<file path="config.mk">
export PLATFORM = sky130hd
export DESIGN_NAME = tdp_divider
export DESIGN_NICKNAME = d
export VERILOG_FILES = /design/src/rtl/tdp_divider.sv
export SDC_FILE = /design/constraint.sdc
export NUM_CORES = 1
export LEC_CHECK = 0
export ABC_AREA = 1
export BUFFER_PORTS_ARGS = -buffer_cell sky130_fd_sc_hd__buf_2
export CORE_MARGIN = 1
export CORE_UTILIZATION = 55
export CTS_BUF_LIST = sky130_fd_sc_hd__clkbuf_8
export DETAILED_ROUTE_END_ITERATION = 12
export GPL_TIMING_DRIVEN = 0
export PLACE_DENSITY = 0.87
export SYNTH_ARGS = -nofsm -noshare
export SYNTH_HDL_FRONTEND = slang
export SYNTH_SLANG_ARGS = --single-unit
</file>
<file path="constraint.sdc">
create_clock -name clk -period 3.4 [get_ports clk]
set_input_delay 0.34 -clock clk [delete_from_list [all_inputs] [get_ports clk]]
set_output_delay 0.34 -clock clk [all_outputs]
set_load 0.01 [all_outputs]
</file>
<file path="src/rtl/tdp_divider.sv">
`default_nettype none

module tdp_divider #(
    parameter int WIDTH = 31
) (
    input  wire logic             clk,
    input  wire logic             rst_n,
    input  wire logic             start,
    input  wire logic [WIDTH-1:0] dividend,
    input  wire logic [WIDTH-1:0] divisor,
    output logic                  done,
    output logic [WIDTH-1:0]      quotient,
    output logic [WIDTH-1:0]      remainder
);

    localparam int PW     = WIDTH + (WIDTH % 2);
    localparam int STEPS  = PW / 2;
    localparam int CNT_W  = $clog2(STEPS + 1);
    localparam int EXT_W  = PW + 1 - WIDTH;

    logic [PW-1:0]    rem_reg, rem_next;
    logic [PW-1:0]    quo_reg, quo_next;
    logic [WIDTH-1:0] div_reg, div_next;
    logic [CNT_W-1:0] cnt_reg, cnt_next;
    logic             busy_reg, busy_next;
    logic             done_reg, done_next;

    logic [PW:0]      dv_ext;
    logic [PW:0]      s1, s2, r1, r2;
    logic             ge1, ge2;
    logic [PW-1:0]    q1;

    // two restoring steps per cycle
    always_comb
    begin
        dv_ext = {{EXT_W{1'b0}}, div_reg};
        s1     = {rem_reg, quo_reg[PW-1]};
        ge1    = (s1 >= dv_ext);
        r1     = ge1 ? (s1 - dv_ext) : s1;
        q1     = {quo_reg[PW-2:0], ge1};
        s2     = {r1[PW-1:0], q1[PW-1]};
        ge2    = (s2 >= dv_ext);
        r2     = ge2 ? (s2 - dv_ext) : s2;
    end

    always_comb
    begin
        rem_next  = rem_reg;
        quo_next  = quo_reg;
        div_next  = div_reg;
        cnt_next  = cnt_reg;
        busy_next = busy_reg;
        done_next = 1'b0;
        if (start)
        begin
            rem_next  = '0;
            quo_next  = PW'(dividend);
            div_next  = divisor;
            cnt_next  = CNT_W'(STEPS);
            busy_next = 1'b1;
        end
        else if (busy_reg)
        begin
            rem_next = r2[PW-1:0];
            quo_next = {q1[PW-2:0], ge2};
            cnt_next = cnt_reg - CNT_W'(1);
            if (cnt_reg == CNT_W'(1))
            begin
                busy_next = 1'b0;
                done_next = 1'b1;
            end
        end
    end

    always_ff @(posedge clk or negedge rst_n)
    begin
        if (!rst_n)
        begin
            cnt_reg  <= '0;
            busy_reg <= 1'b0;
            done_reg <= 1'b0;
        end
        else
        begin
            cnt_reg  <= cnt_next;
            busy_reg <= busy_next;
            done_reg <= done_next;
        end
    end

    always_ff @(posedge clk)
    begin
        rem_reg <= rem_next;
        quo_reg <= quo_next;
        div_reg <= div_next;
    end

    assign done      = done_reg;
    assign quotient  = quo_reg[WIDTH-1:0];
    assign remainder = rem_reg[WIDTH-1:0];

endmodule

`default_nettype wire

</file>
* After elaboration in Yosys (flattened, before gate mapping) *
Cells that the tools add are included.

word-level totals
  register bits after elaboration = 102
  input port bits = 65
  output and inout bits = 63
  word-level logic and storage cells = 26

operators by class
  add/sub/neg operators = 3
  order comparisons = 2
  equal/unequal tests = 1
  muxes and demuxes = 12
  reduce and logical (&&, ||, !) cells = 1

operators with widths
  kind                                                 number
  >= comparator 33 x 31 -> 1 bit                       2
  two-way mux 32 bit                                   2
  subtractor 32 x 31 -> 32 bit                         2
  two-way mux 31 bit                                   2
  two-way mux 5 bit                                    2
  two-way mux 1 bit                                    6
  equality test 5 x 1 -> 1 bit, second input constant  1
  subtractor 5 x 1 -> 5 bit, second input constant     1
  nonzero test 2 bit                                   1

* Depth between registers and ports, before layout *
Gate-level depths: netlist of the first run.

  word-level depth = 5
  depth in mapped cells = 32
  mapped depth without buffers = 30

* Worst setup path after synthesis of the first run *
OpenSTA, ideal clock, no wires.

  kind = reg2reg
  start point = reg div_reg[20]
  end point = reg quo_reg[0], data pin
  setup time = 264 ps
  arrival = 3305 ps
  data required time = 3136 ps
  slack = -169 ps
  cell stages (with the launch flop) = 25
  path buffers = 2
  period minus slack after synthesis = 3569 ps
  path through = edfxtp_1 > inv_1 > ha_1 > nand2_1 > nor2_1 > nand2_1 > inv_2 > and2_2 > nand3_4 > clkbuf_1 > nand4_1 > nand2_1 > inv_1 > ha_1 > a21oi_1 > nand2_1 > nand2_1 > nand2_1 > nand2_1 > nand2_1 > nand2_1 > nand3_1 > a21boi_4 > buf_2 > a31oi_1

between the ends
  longest elaborated chain between the ends = 5
  elaborated cells on any way between the ends = 6
  classes of those cells = add/sub: 1; order compare: 2; mux: 3

ends and longest elaborated chain
  item                                                                                   line    source
  start: declaration                                                                     23      logic [WIDTH-1:0] div_reg, div_next;
  start signal: assignment                                                               95      div_reg <= div_next;
  subtractor 32 x 31 -> 32 bit / >= comparator 33 x 31 -> 1 bit (equally long branches)  39, 38
  two-way mux 32 bit                                                                     39      r1 = ge1 ? (s1 - dv_ext) : s1;
  >= comparator 33 x 31 -> 1 bit (*)                                                     42      ge2 = (s2 >= dv_ext);
  two-way mux 31 bit (*)                                                                 62      else if (busy_reg)
  two-way mux 31 bit (*)                                                                 54      if (start)
  named net quo_next[0]                                                                  22      logic [PW-1:0] quo_reg, quo_next;
  end signal: assignment                                                                 94      quo_reg <= quo_next;
  end: declaration                                                                       22

Mark *: on every way through the listed nets, which the timed path passes. The rest lies on a longest branch. The select of a mux whose other input is x is not followed.
A chain may end at the register's enable or synchronous reset.

* Final worst setup path of the first run *
  start point = reg div_reg[25]
  end point = reg rem_reg[10]

between the ends
  longest elaborated chain between the ends = 4
  elaborated cells on any way between the ends = 6
  classes of those cells = add/sub: 2; order compare: 2; mux: 2

ends and longest elaborated chain
  item                                                                                   line    source
  >= comparator 33 x 31 -> 1 bit / subtractor 32 x 31 -> 32 bit (equally long branches)  38, 39
  two-way mux 32 bit                                                                     39
  subtractor 32 x 31 -> 32 bit / >= comparator 33 x 31 -> 1 bit (equally long branches)  43, 42
  two-way mux 32 bit (*)                                                                 43      r2 = ge2 ? (s2 - dv_ext) : s2;
  end signal: assignment                                                                 93      rem_reg <= rem_next;
  end: declaration                                                                       21      logic [PW-1:0] rem_reg, rem_next;

Every way passes the cells marked *; elsewhere a longest branch is shown, timed or not.

==> results.yml, run 1 <==
status:
  outcome: "finished with violations"
  violations: "negative setup slack"
finish:
  fin_nets: 1855
  seqCellArea_um2: 2710
  drive_gt1_frac: 0.353
  postLayoutCoreUtil: 0.767
  n_fill_cell: 1161
  area_growth_syn_to_layout_pct: 34.2
  multi_input_area_um2: 6650
  antennaDiodeCount: 0
sta:
  timing.final.max_slew_violations: 0
  timing.fmax_mhz: 237
  fin_skew_ns: 0.0243
  setup_viol_count_final: 33
  worst_slew_pin_slew_ns: 1.27
  hold_viol: 0
  timing.final.crit_period_ns: 4.22
  unrepaired_setup_endpoints_after_global_routing: "true"
  minimum_setup_slack_in_the_final_design_ns: -0.823
  timing.slew.headroom: 0.152
  final.setup.tns_ns: -24.43
  timing.final.crit_share: 1.24
synth:
  mappedNetlistArea_um2: 9600
  synth_nets: 1617
  dominantRegCellSynth: "sky130_fd_sc_hd__edfxtp_1"
  async_reset_ff_frac: 0.0686
  yosysMostFrequentCell: "sky130_fd_sc_hd__nand2_1"
  ys_seq_area_frac: 0.281
  yosys_warnings: 0
  synth_enable_flop_cells: 62
  synth.ff_latch_count: 102
  netlist.area_leader.share: 0.219
  yosysTopAreaCell: "sky130_fd_sc_hd__nand2_1"
  netlist-cell-type-count: 47
  syn_area_per_cell_um2: 6.46
  synth_common_cells: "sky130_fd_sc_hd__nand2_1 (561), sky130_fd_sc_hd__inv_1 (224), sky130_fd_sc_hd__nand3_1 (94)"
  synthesis.instances: 1486
  most_area_consuming_cells_after_synthesis: "sky130_fd_sc_hd__nand2_1 (22%), sky130_fd_sc_hd__edfxtp_1 (19%), sky130_fd_sc_hd__inv_1 (8.8%)"
run:
  drv.max_cap_violation_count: 0
power:
  p_leak_uw: 0.00678
  fin_total_pwr_uw: 8720
  vdd.ir_drop.worst_mv: 0.466
  cellPowerDensity_nw_per_um2: 676
clock_network:
  cts.root.buffer_cell: "sky130_fd_sc_hd__clkbuf_8"
  cts.sink_count: 102
  cts_tree: "yes"
  clk_pin_slew_ns: 0.12
  clock_latency_ns: 0.41
  htree_num_levels: 3
  numCtsBuffers: 9
  ctsLongestPathBuffers: 2
floorplan:
  io_pins: 128
  floorplan.core_area_um2: 16800
  design.die.area_um2: 18000
  floorplan.die.width_um: 134
  dieHeight_um: 134
  fp-row-count: 47
  initial_utilization: 0.571
critical_path:
  critPathMaxStageDelay_ns: 0.38
  reg2reg_setup_slack_ns: -0.82
  worstPathRequired_ns: 3.74
  setup.worst_path.start_class: "register"
  timing.critical_path.depth: 27
  reg2reg_from: "div_reg[25]$_DFFE_PP_"
  timing_worst_setup_path_type: "reg -> reg"
  critical_path_peak_fanout: 10
  endpoint_kind: "register"
  cp_top_family: "buffers and inverters"
  arrival_ns: 4.57
  crit_path_start: "div_reg[25]$_DFFE_PP_"
  worst-r2r-cell-count: 27
  regToRegEndpoint: "rem_reg[10]$_SDFFE_PP0P_"
  crit_top_cell: "sky130_fd_sc_hd__buf_4"
  cp_slowest_cell: "sky130_fd_sc_hd__edfxtp_1"
  crit_path_end: "rem_reg[10]$_SDFFE_PP0P_"
  worstPathBufferInverterCount: 17
placed_design:
  gp_routability_congestion: 1.01
  detailedPlacementHpwl_um: 23800
  port-buffer-count: 127
global_route:
  grt_antenna_before_repair: 0
  grt_first_pass_wirelength_um: 50100
  largest_net_degree_at_the_start_of_global_routing: 35
  via_count_of_the_first_global_routing_pass: 10000
  grt.overflow.total: 0
  track_usage: 0.358
routing:
  drc: 0
  detail-route-antenna-nets: 0
  detailroute.via_count: 11000
  viasPerCell: 5.62
  wire_per_inst_um: 17.5
  drt_pass1_iterations: 6
  drt_first_iter_violations: 1142
  detail_route.wirelength_um: 34100
min_path:
  hold_class: "in -> reg"
  hold_start: "divisor[0]"
==> where the power goes <==
part,total [uW],switching [uW],internal [uW]
sequential,1570,90.2,1480
combinational,6370,3620,2750
clock,780,482,298
==> repair_timing <==
| action | 4_1_cts | 5_1_grt |
|---|---|---|
| hold buffers | 1 | 0 |
| pin swaps | 51 | 37 |
| endpoints found under the setup margin | 33 | 33 |
| gates cloned | 6 | 0 |
| setup buffers | 77 | 18 |
| resized for setup | 196 | 72 |
| hold endpoints to repair | 7 | 0 |
==> area by class of cell <==
class,count,share of cell area
clock inverter,6,0.00427
multi-input combinational,1053,0.516
buffer,96,0.0564
timing repair buffer,228,0.113
tap,220,0.0214
sequential,102,0.210
inverter,234,0.0681
clock buffer,10,0.0107
==> layer usage <==
metal  up-vias  share of wire  GRT usage
li1       5099              -          -
met1      4976           0.40      0.472
met2       710           0.45      0.574
met3       170          0.098     0.0472
met4         0          0.056      0.189
met5         -              0          0
==> worst register-to-register path, stage by stage (launching register included) <==
cell                       delay [ns]
sky130_fd_sc_hd__edfxtp_1        0.38
sky130_fd_sc_hd__inv_2           0.10
sky130_fd_sc_hd__ha_4            0.31
sky130_fd_sc_hd__nand2_1         0.11
sky130_fd_sc_hd__nor2_2          0.24
sky130_fd_sc_hd__and3_1          0.21
sky130_fd_sc_hd__nand3_2         0.14
sky130_fd_sc_hd__buf_4           0.18
sky130_fd_sc_hd__buf_2           0.17
sky130_fd_sc_hd__nand4_1         0.14
sky130_fd_sc_hd__nand2_2         0.10
sky130_fd_sc_hd__buf_4           0.14
sky130_fd_sc_hd__buf_4           0.12
sky130_fd_sc_hd__buf_4           0.12
sky130_fd_sc_hd__buf_4           0.12
sky130_fd_sc_hd__buf_4           0.13
sky130_fd_sc_hd__buf_4           0.13
sky130_fd_sc_hd__buf_4           0.13
sky130_fd_sc_hd__buf_4           0.12
sky130_fd_sc_hd__buf_4           0.13
sky130_fd_sc_hd__buf_4           0.13
sky130_fd_sc_hd__buf_4           0.12
sky130_fd_sc_hd__buf_4           0.12
sky130_fd_sc_hd__buf_4           0.13
sky130_fd_sc_hd__buf_4           0.13
sky130_fd_sc_hd__nand3_1         0.10
sky130_fd_sc_hd__nand3_1         0.12
sky130_fd_sc_hd__nand2_1         0.12
==> cells in the final DEF, fill, tap and decap left out, types with 10 or more instances in the layout <==
cell	n
sky130_fd_sc_hd__nand3b_1	10
sky130_fd_sc_hd__nand3_1	79
sky130_fd_sc_hd__a21oi_2	12
sky130_fd_sc_hd__a21oi_1	43
sky130_fd_sc_hd__nor2_1	72
sky130_fd_sc_hd__nor2_2	14
sky130_fd_sc_hd__buf_4	150
sky130_fd_sc_hd__nand2_4	11
sky130_fd_sc_hd__nand2_1	479
sky130_fd_sc_hd__nand4_1	41
sky130_fd_sc_hd__inv_2	57
sky130_fd_sc_hd__nand2_2	78
sky130_fd_sc_hd__edfxtp_1	62
sky130_fd_sc_hd__ha_4	55
sky130_fd_sc_hd__clkbuf_1	10
sky130_fd_sc_hd__xnor2_1	32
sky130_fd_sc_hd__dfxtp_1	26
sky130_fd_sc_hd__inv_1	175
sky130_fd_sc_hd__nand3_2	17
sky130_fd_sc_hd__o21ai_0	23
sky130_fd_sc_hd__clkbuf_8	10
sky130_fd_sc_hd__buf_2	137
sky130_fd_sc_hd__buf_6	18
==> worst min-delay path by stage <==
stage | slack (ns) | to | cells past startpoint
after floorplan | 0.04 | busy_reg$_DFF_PN0_ | 0
after global placement | 0.18 | cnt_reg[0]$_DFFE_PN0P_ | 1
after detailed placement | 0.18 | cnt_reg[3]$_DFFE_PN0P_ | 1
after CTS | 0.09 | div_reg[3]$_DFFE_PP_ | 1
after global routing | 0.09 | div_reg[0]$_DFFE_PP_ | 1
final | 0.1 | div_reg[0]$_DFFE_PP_ | 1
==> cells by family after synthesis <==
group	count (synthesis)	share of synthesized area
buffers and inverters	331	0.162
and+or+nand+nor	827	0.362
AOI/OAI and AO/OA	121	0.0726
adders and majority gates	66	0.0875
DFF	102	0.281
xor gates and xnor gates	39	0.0356
==> stage by stage <==
stage / worst slack (ns) / hold slack [ns] / instance area (um^2) / cells
after floorplan: -0.0196 / 0.0444 / 9970 / 1486
after global placement: -1.22 / 0.178 / 10900 / 1833
after detailed placement: -1.22 / 0.178 / 10900 / 1833
after CTS: -0.571 / 0.0927 / 12500 / 1932
after global routing: -0.940 / 0.0869 / 12900 / 1949
final: -0.823 / 0.0959 / 12900 / 1949
(Power assumes the default switching activity.)
==> run 2, diff against run 1 <==
--- a/config.mk
+++ b/config.mk
@@ -12,7 +12,7 @@
 export CTS_BUF_LIST = sky130_fd_sc_hd__clkbuf_8
 export DETAILED_ROUTE_END_ITERATION = 12
 export GPL_TIMING_DRIVEN = 0
-export PLACE_DENSITY = 0.87
+export PLACE_DENSITY = 0.84
 export SYNTH_ARGS = -nofsm -noshare
 export SYNTH_HDL_FRONTEND = slang
 export SYNTH_SLANG_ARGS = --single-unit
==> constraint.sdc (replaced) <==
create_clock -name clk -period 4.9 [get_ports clk]
set_input_delay 0.49 -clock clk [delete_from_list [all_inputs] [get_ports clk]]
set_output_delay 0.49 -clock clk [all_outputs]
set_load 0.01 [all_outputs]
==> run 2 against run 1 <==
Against the previous run: hold slack better by 0.15 ns; worst setup slack improved by 1.1 ns; clock power fell by 35%; the flow now finishes without violations; flip-flop and latch count is the same.
==> results.yml, run 2 (synthesized netlist as in run 1, its figures left out) <==
critical_path:
  critPathMaxStageDelay_ns: 0.59
  crit_top_cell: "sky130_fd_sc_hd__nand2_1"
  cp_slowest_cell: "sky130_fd_sc_hd__o21ai_0"
  worstPathRequired_ns: 5.20
  setup.worst_path.start_class: "register"
  arrival_ns: 4.94
  endpoint_kind: "register"
  critical_path_peak_fanout: 10
  worstPathBufferInverterCount: 4
  reg2reg_setup_slack_ns: 0.26
  timing_worst_setup_path_type: "reg -> reg"
  cp_top_family: "simple AND/OR/NAND/NOR gates"
power:
  switching_share: 0.487
  clockPowerShare: 0.113
  p_leak_uw: 0.00625
  p_seq_frac: 0.239
  vdd.ir_drop.worst_mv: 0.273
  power.internal_uw: 2320
  power.combinational.fraction: 0.648
  cellPowerDensity_nw_per_um2: 420
  power.switching_uw: 2200
global_route:
  grt_first_pass_wirelength_um: 45000
  largest_net_degree_at_the_start_of_global_routing: 35
  grt_antenna_before_repair: 0
  grt.overflow.total: 0
  via_count_of_the_first_global_routing_pass: 8943
  track_usage: 0.324
sta:
  timing.final.crit_period_ns: 4.64
  timing.final.crit_share: 0.948
  hold_viol: 0
  fin_skew_ns: 0.0239
  final.setup.tns_ns: 0
  timing.fmax_mhz: 215
  timing.slew.headroom: 0.145
  setup_viol_count_final: 0
  worst_slew_pin_slew_ns: 1.28
  unrepaired_setup_endpoints_after_global_routing: "false"
  timing.final.max_slew_violations: 0
clock_network:
  clock_latency_ns: 0.41
  clk_pin_slew_ns: 0.12
  htree_num_levels: 3
  cts.sink_count: 102
  numCtsBuffers: 9
  cts.root.buffer_cell: "sky130_fd_sc_hd__clkbuf_8"
  cts_tree: "yes"
  ctsLongestPathBuffers: 2
finish:
  mostFrequentLayoutCell: "sky130_fd_sc_hd__nand2_1"
  fin_nets: 1757
  finalInstanceArea_um2: 10700
  area_growth_syn_to_layout_pct: 11.9
  seqCellArea_um2: 2700
  n_fill_cell: 1676
  multi_input_area_um2: 5380
  commonest_non_fill_non_tap_cells_in_the_layout: "sky130_fd_sc_hd__nand2_1 (561), sky130_fd_sc_hd__inv_1 (224), sky130_fd_sc_hd__buf_2 (135), sky130_fd_sc_hd__nand3_1 (94), sky130_fd_sc_hd__nor2_1 (92)"
  drive_gt1_frac: 0.157
  antennaDiodeCount: 0
floorplan:
  floorplan.core_area_um2: 16800
  design.die.area_um2: 18000
  dieHeight_um: 134
  floorplan.die.width_um: 134
  initial_utilization: 0.571
  io_pins: 128
  fp-row-count: 47
routing:
  drt_pass1_iterations: 5
  detail-route-antenna-nets: 0
  detailroute.via_count: 9745
  drc: 0
  detail_route.wirelength_um: 28500
  wire_per_inst_um: 15.4
  viasPerCell: 5.26
  drt_first_iter_violations: 849
placed_design:
  gp_routability_congestion: 1.03
  dpl-instance-area_um2: 10500
  detailedPlacementHpwl_um: 24000
  port-buffer-count: 127
min_path:
  hold_class: "in -> reg"
status:
  outcome: "finished, final reports clean"
run:
  drv.max_cap_violation_count: 0
run 2: cell count changes in the layout (fill, tap and decap cells not counted), moves of 12 or more:
cell / before / now
sky130_fd_sc_hd__inv_1: 175 / 224
sky130_fd_sc_hd__inv_2: 57 / 8
sky130_fd_sc_hd__nor2_1: 72 / 92
sky130_fd_sc_hd__a21oi_2: 12 / 0
sky130_fd_sc_hd__nor2_2: 14 / 2
sky130_fd_sc_hd__nand2_2: 78 / 7
sky130_fd_sc_hd__nand3_1: 79 / 94
sky130_fd_sc_hd__ha_1: 7 / 62
sky130_fd_sc_hd__nand2_1: 479 / 561
sky130_fd_sc_hd__buf_4: 150 / 65
sky130_fd_sc_hd__nand3_2: 17 / 2
sky130_fd_sc_hd__a21oi_1: 43 / 59
sky130_fd_sc_hd__ha_4: 55 / 0
run 2: path summary, 6_finish.rpt:
kind,startpoint,endpoint,cells past startpoint
hold reg to reg,rem_reg[31]$_SDFFE_PP0P_,rem_reg[31]$_SDFFE_PP0P_,2
max in group asynchronous,rst_n,cnt_reg[1]$_DFFE_PN0P_,2
setup reg to reg,div_reg[24]$_DFFE_PP_,rem_reg[27]$_SDFFE_PP0P_,27
hold / removal,divisor[6],div_reg[6]$_DFFE_PP_,1
min in group asynchronous,rst_n,busy_reg$_DFF_PN0_,2
setup / recovery,div_reg[24]$_DFFE_PP_,rem_reg[27]$_SDFFE_PP0P_,27
run 2: per-stage QoR:
step	std cells	util	hold slack (ns)	total power, uW	setup WS, ns
2_1_floorplan	1486	-	0.194	3230	1.33
3_3_place_gp	1833	0.625	0.329	3870	0.0667
3_5_place_dp	1833	0.625	0.328	3930	0.0729
4_1_cts	1850	0.636	0.243	4430	0.0342
5_1_grt	1851	0.639	0.241	4880	0.00549
6_report	1851	0.639	0.248	4520	0.257
run 2: worst register-to-register path: cells and delay by family (launching register included):
kind            cells  cell delay [ns]
buf+inv             4             0.39
flops               1             0.33
fa+ha+maj           2             0.76
simple gates       19             2.24
compound gates      2             0.80
run 2: layout make-up:
cell class,count,share of cell area
tap,220,0.0256
inverter,234,0.0817
clock inverter,7,0.00512
buffer,97,0.0641
clock buffer,9,0.0115
sequential,102,0.251
timing repair buffer,129,0.0608
multi-input combinational,1053,0.500
run 2: per-layer routing:
metal	track usage	wire [um]	up-vias
met5	0	0	-
met4	0.121	838	0
met3	0.0420	2050	49
met2	0.515	12700	384
met1	0.449	13000	4402
li1	-	-	4910
run 2: power by group through the flow:
stage          clock [uW]  combinational, uW  sequential (uW)
2_1_floorplan           0               2150             1080
3_3_place_gp            0               2780             1090
3_5_place_dp            0               2830             1100
4_1_cts               512               2840             1080
5_1_grt               539               3250             1090
6_report              510               2930             1080
run 2: timing repair:
item	CTS	global route
hold endpoints to repair	7	0
resized for setup	0	16
endpoints found under the setup margin	0	31
hold buffers	1	0
setup buffers	0	1
==> run 3, diff against run 2 <==
--- a/config.mk
+++ b/config.mk
@@ -7,12 +7,13 @@
 export LEC_CHECK = 0
 export ABC_AREA = 1
 export BUFFER_PORTS_ARGS = -buffer_cell sky130_fd_sc_hd__buf_2
-export CORE_MARGIN = 1
+export CORE_MARGIN = 3
 export CORE_UTILIZATION = 55
-export CTS_BUF_LIST = sky130_fd_sc_hd__clkbuf_8
+export CTS_BUF_LIST = sky130_fd_sc_hd__clkbuf_16
 export DETAILED_ROUTE_END_ITERATION = 12
 export GPL_TIMING_DRIVEN = 0
 export PLACE_DENSITY = 0.84
+export SKIP_CTS_REPAIR_TIMING = 1
 export SYNTH_ARGS = -nofsm -noshare
 export SYNTH_HDL_FRONTEND = slang
 export SYNTH_SLANG_ARGS = --single-unit
==> run 3 against run 2 <==
Against the previous run: power is 5.0% higher; clock skew is 0.0060 ns lower; non-clock buffer count is 1 lower; via count is 0.49% higher; flip-flop and latch count stayed put; register-to-register slack better by 0.08 ns; critical path type unchanged; critical endpoint is now rem_reg[5]$_SDFFE_PP0P_.
==> results.yml, run 3 (synthesized netlist as in run 1, its figures left out) <==
clock_network:
  clk_pin_slew_ns: 0.08
  htree_num_levels: 3
  numCtsBuffers: 9
  ctsLongestPathBuffers: 2
  cts_tree: "yes"
  cts.root.buffer_cell: "sky130_fd_sc_hd__clkbuf_16"
  clock_latency_ns: 0.35
  cts.sink_count: 102
finish:
  mostFrequentLayoutCell: "sky130_fd_sc_hd__nand2_1"
  area_growth_syn_to_layout_pct: 13.2
  drive_gt1_frac: 0.157
  antennaDiodeCount: 0
  commonest_non_fill_non_tap_cells_in_the_layout: "sky130_fd_sc_hd__nand2_1 (560), sky130_fd_sc_hd__inv_1 (225), sky130_fd_sc_hd__buf_2 (135), sky130_fd_sc_hd__nand3_1 (94), sky130_fd_sc_hd__nor2_1 (90)"
  final-instance-count-excl-fill: 1850
  fin_nets: 1756
  finalInstanceArea_um2: 10900
critical_path:
  endpoint_kind: "register"
  reg2reg_setup_slack_ns: 0.34
  critical_path_peak_fanout: 10
  setup.worst_path.start_class: "register"
  worstPathRequired_ns: 5.15
  timing_worst_setup_path_type: "reg -> reg"
  arrival_ns: 4.81
routing:
  wl_met3_um: 2430
  wire_per_inst_um: 15.4
  met2_length_um: 12700
  drt_pass1_iterations: 6
  drt_first_iter_violations: 924
  uppermost_routed_layer: "met4"
  drc: 0
  detail-route-antenna-nets: 0
  viasPerCell: 5.29
  detail_route.wirelength_um: 28400
  route.layer.met1.wl_um: 12400
  detailroute.via_count: 9793
global_route:
  largest_net_degree_at_the_start_of_global_routing: 35
  grt_antenna_before_repair: 0
  via_count_of_the_first_global_routing_pass: 9208
  grt.overflow.total: 0
  grt_first_pass_wirelength_um: 45500
  track_usage: 0.291
floorplan:
  floorplan.core_area_um2: 16800
  fp-row-count: 47
  dieHeight_um: 138
  design.die.area_um2: 19100
  floorplan.die.width_um: 138
  io_pins: 128
  initial_utilization: 0.571
power:
  vdd.ir_drop.worst_mv: 0.286
  p_leak_uw: 0.00630
  cellPowerDensity_nw_per_um2: 436
run:
  drv.max_cap_violation_count: 0
sta:
  setup_viol_count_final: 0
  fin_skew_ns: 0.0179
  hold_viol: 0
  hold_ws_ns: 0.309
  timing.final.max_slew_violations: 0
  timing.final.crit_period_ns: 4.56
  worst_slew_pin_slew_ns: 1.27
  timing.fmax_mhz: 219
  timing.slew.headroom: 0.151
  minimum_setup_slack_in_the_final_design_ns: 0.338
  timing.final.crit_share: 0.931
placed_design:
  gp_routability_congestion: 0.971
  dpl-instance-area_um2: 10500
  dp_slack_ns: 0.126
  detailedPlacementHpwl_um: 23700
  port-buffer-count: 127
  placedCellCount: 1833
min_path:
  hold_class: "in -> reg"
status:
  outcome: "finished, final reports clean"
## run 3: cell types whose count changed in the layout (fill, tap and decap cells not counted), sizes merged
| cell | change |
|---|---|
| buf | -1 |
| clkinv | -2 |
| bufinv | +1 |
| clkinvlp | +1 |
## run 3: power by group
group	internal, uW	switching (uW)
combinational	1100	1840
clock	398	327
sequential	1020	54.7
## run 3: path summary, 6_finish.rpt
kind / cells after the start / start / endpoint
max: 25 / div_reg[23]$_DFFE_PP_ / rem_reg[5]$_SDFFE_PP0P_
min: 1 / divisor[4] / div_reg[4]$_DFFE_PP_
max reg2reg: 25 / div_reg[23]$_DFFE_PP_ / rem_reg[5]$_SDFFE_PP0P_
min reg2reg: 2 / rem_reg[31]$_SDFFE_PP0P_ / rem_reg[31]$_SDFFE_PP0P_
max in group asynchronous: 2 / rst_n / cnt_reg[0]$_DFFE_PN0P_
min in group asynchronous: 2 / rst_n / done$_DFF_PN0_
## run 3: metal layers
metal,global-route usage,vias to the layer above
li1,-,4912
met1,0.388,4398
met2,0.482,432
met3,0.0525,51
met4,0.0905,0
met5,0,-
## run 3: critical path, stage by stage, from the launching register on
cell and delay, ns:
sky130_fd_sc_hd__edfxtp_1 0.34, sky130_fd_sc_hd__inv_1 0.10, sky130_fd_sc_hd__ha_1 0.40, sky130_fd_sc_hd__nand2_1 0.13, sky130_fd_sc_hd__nor2_1 0.21, sky130_fd_sc_hd__nand2_1 0.13
sky130_fd_sc_hd__inv_2 0.08, sky130_fd_sc_hd__and2_4 0.18, sky130_fd_sc_hd__nand3_4 0.13, sky130_fd_sc_hd__nand4_4 0.20, sky130_fd_sc_hd__buf_6 0.17, sky130_fd_sc_hd__nand2_1 0.07
sky130_fd_sc_hd__nand2_1 0.11, sky130_fd_sc_hd__inv_1 0.06, sky130_fd_sc_hd__ha_1 0.33, sky130_fd_sc_hd__a21oi_1 0.24, sky130_fd_sc_hd__o21ai_0 0.16, sky130_fd_sc_hd__a21oi_1 0.14
sky130_fd_sc_hd__nand2_1 0.14, sky130_fd_sc_hd__nand2_1 0.14, sky130_fd_sc_hd__nand3_1 0.13, sky130_fd_sc_hd__a21boi_4 0.31, sky130_fd_sc_hd__buf_4 0.26, sky130_fd_sc_hd__nand3_1 0.10
sky130_fd_sc_hd__nand3_1 0.13, sky130_fd_sc_hd__nand2_1 0.06
## run 3: per-stage QoR
stage,utilization,setup TNS [ns],power (uW)
after detailed placement,0.625,0,3910
after floorplan,-,0,3230
after global placement,0.625,0,3850
final,0.646,0,4740
after CTS,0.643,0,4650
after global routing,0.646,-0.0114,5110
## run 3: final cells by class
cell class	instances	area (um^2)
Clock inverter	7	71.3
Sequential cell	102	2700
Clock buffer	9	225
Buffer	97	688
Multi-Input combinational cell	1053	5390
Tap cell	220	275
Fill cell	1542	5950
Inverter	234	878
Timing Repair Buffer	128	646
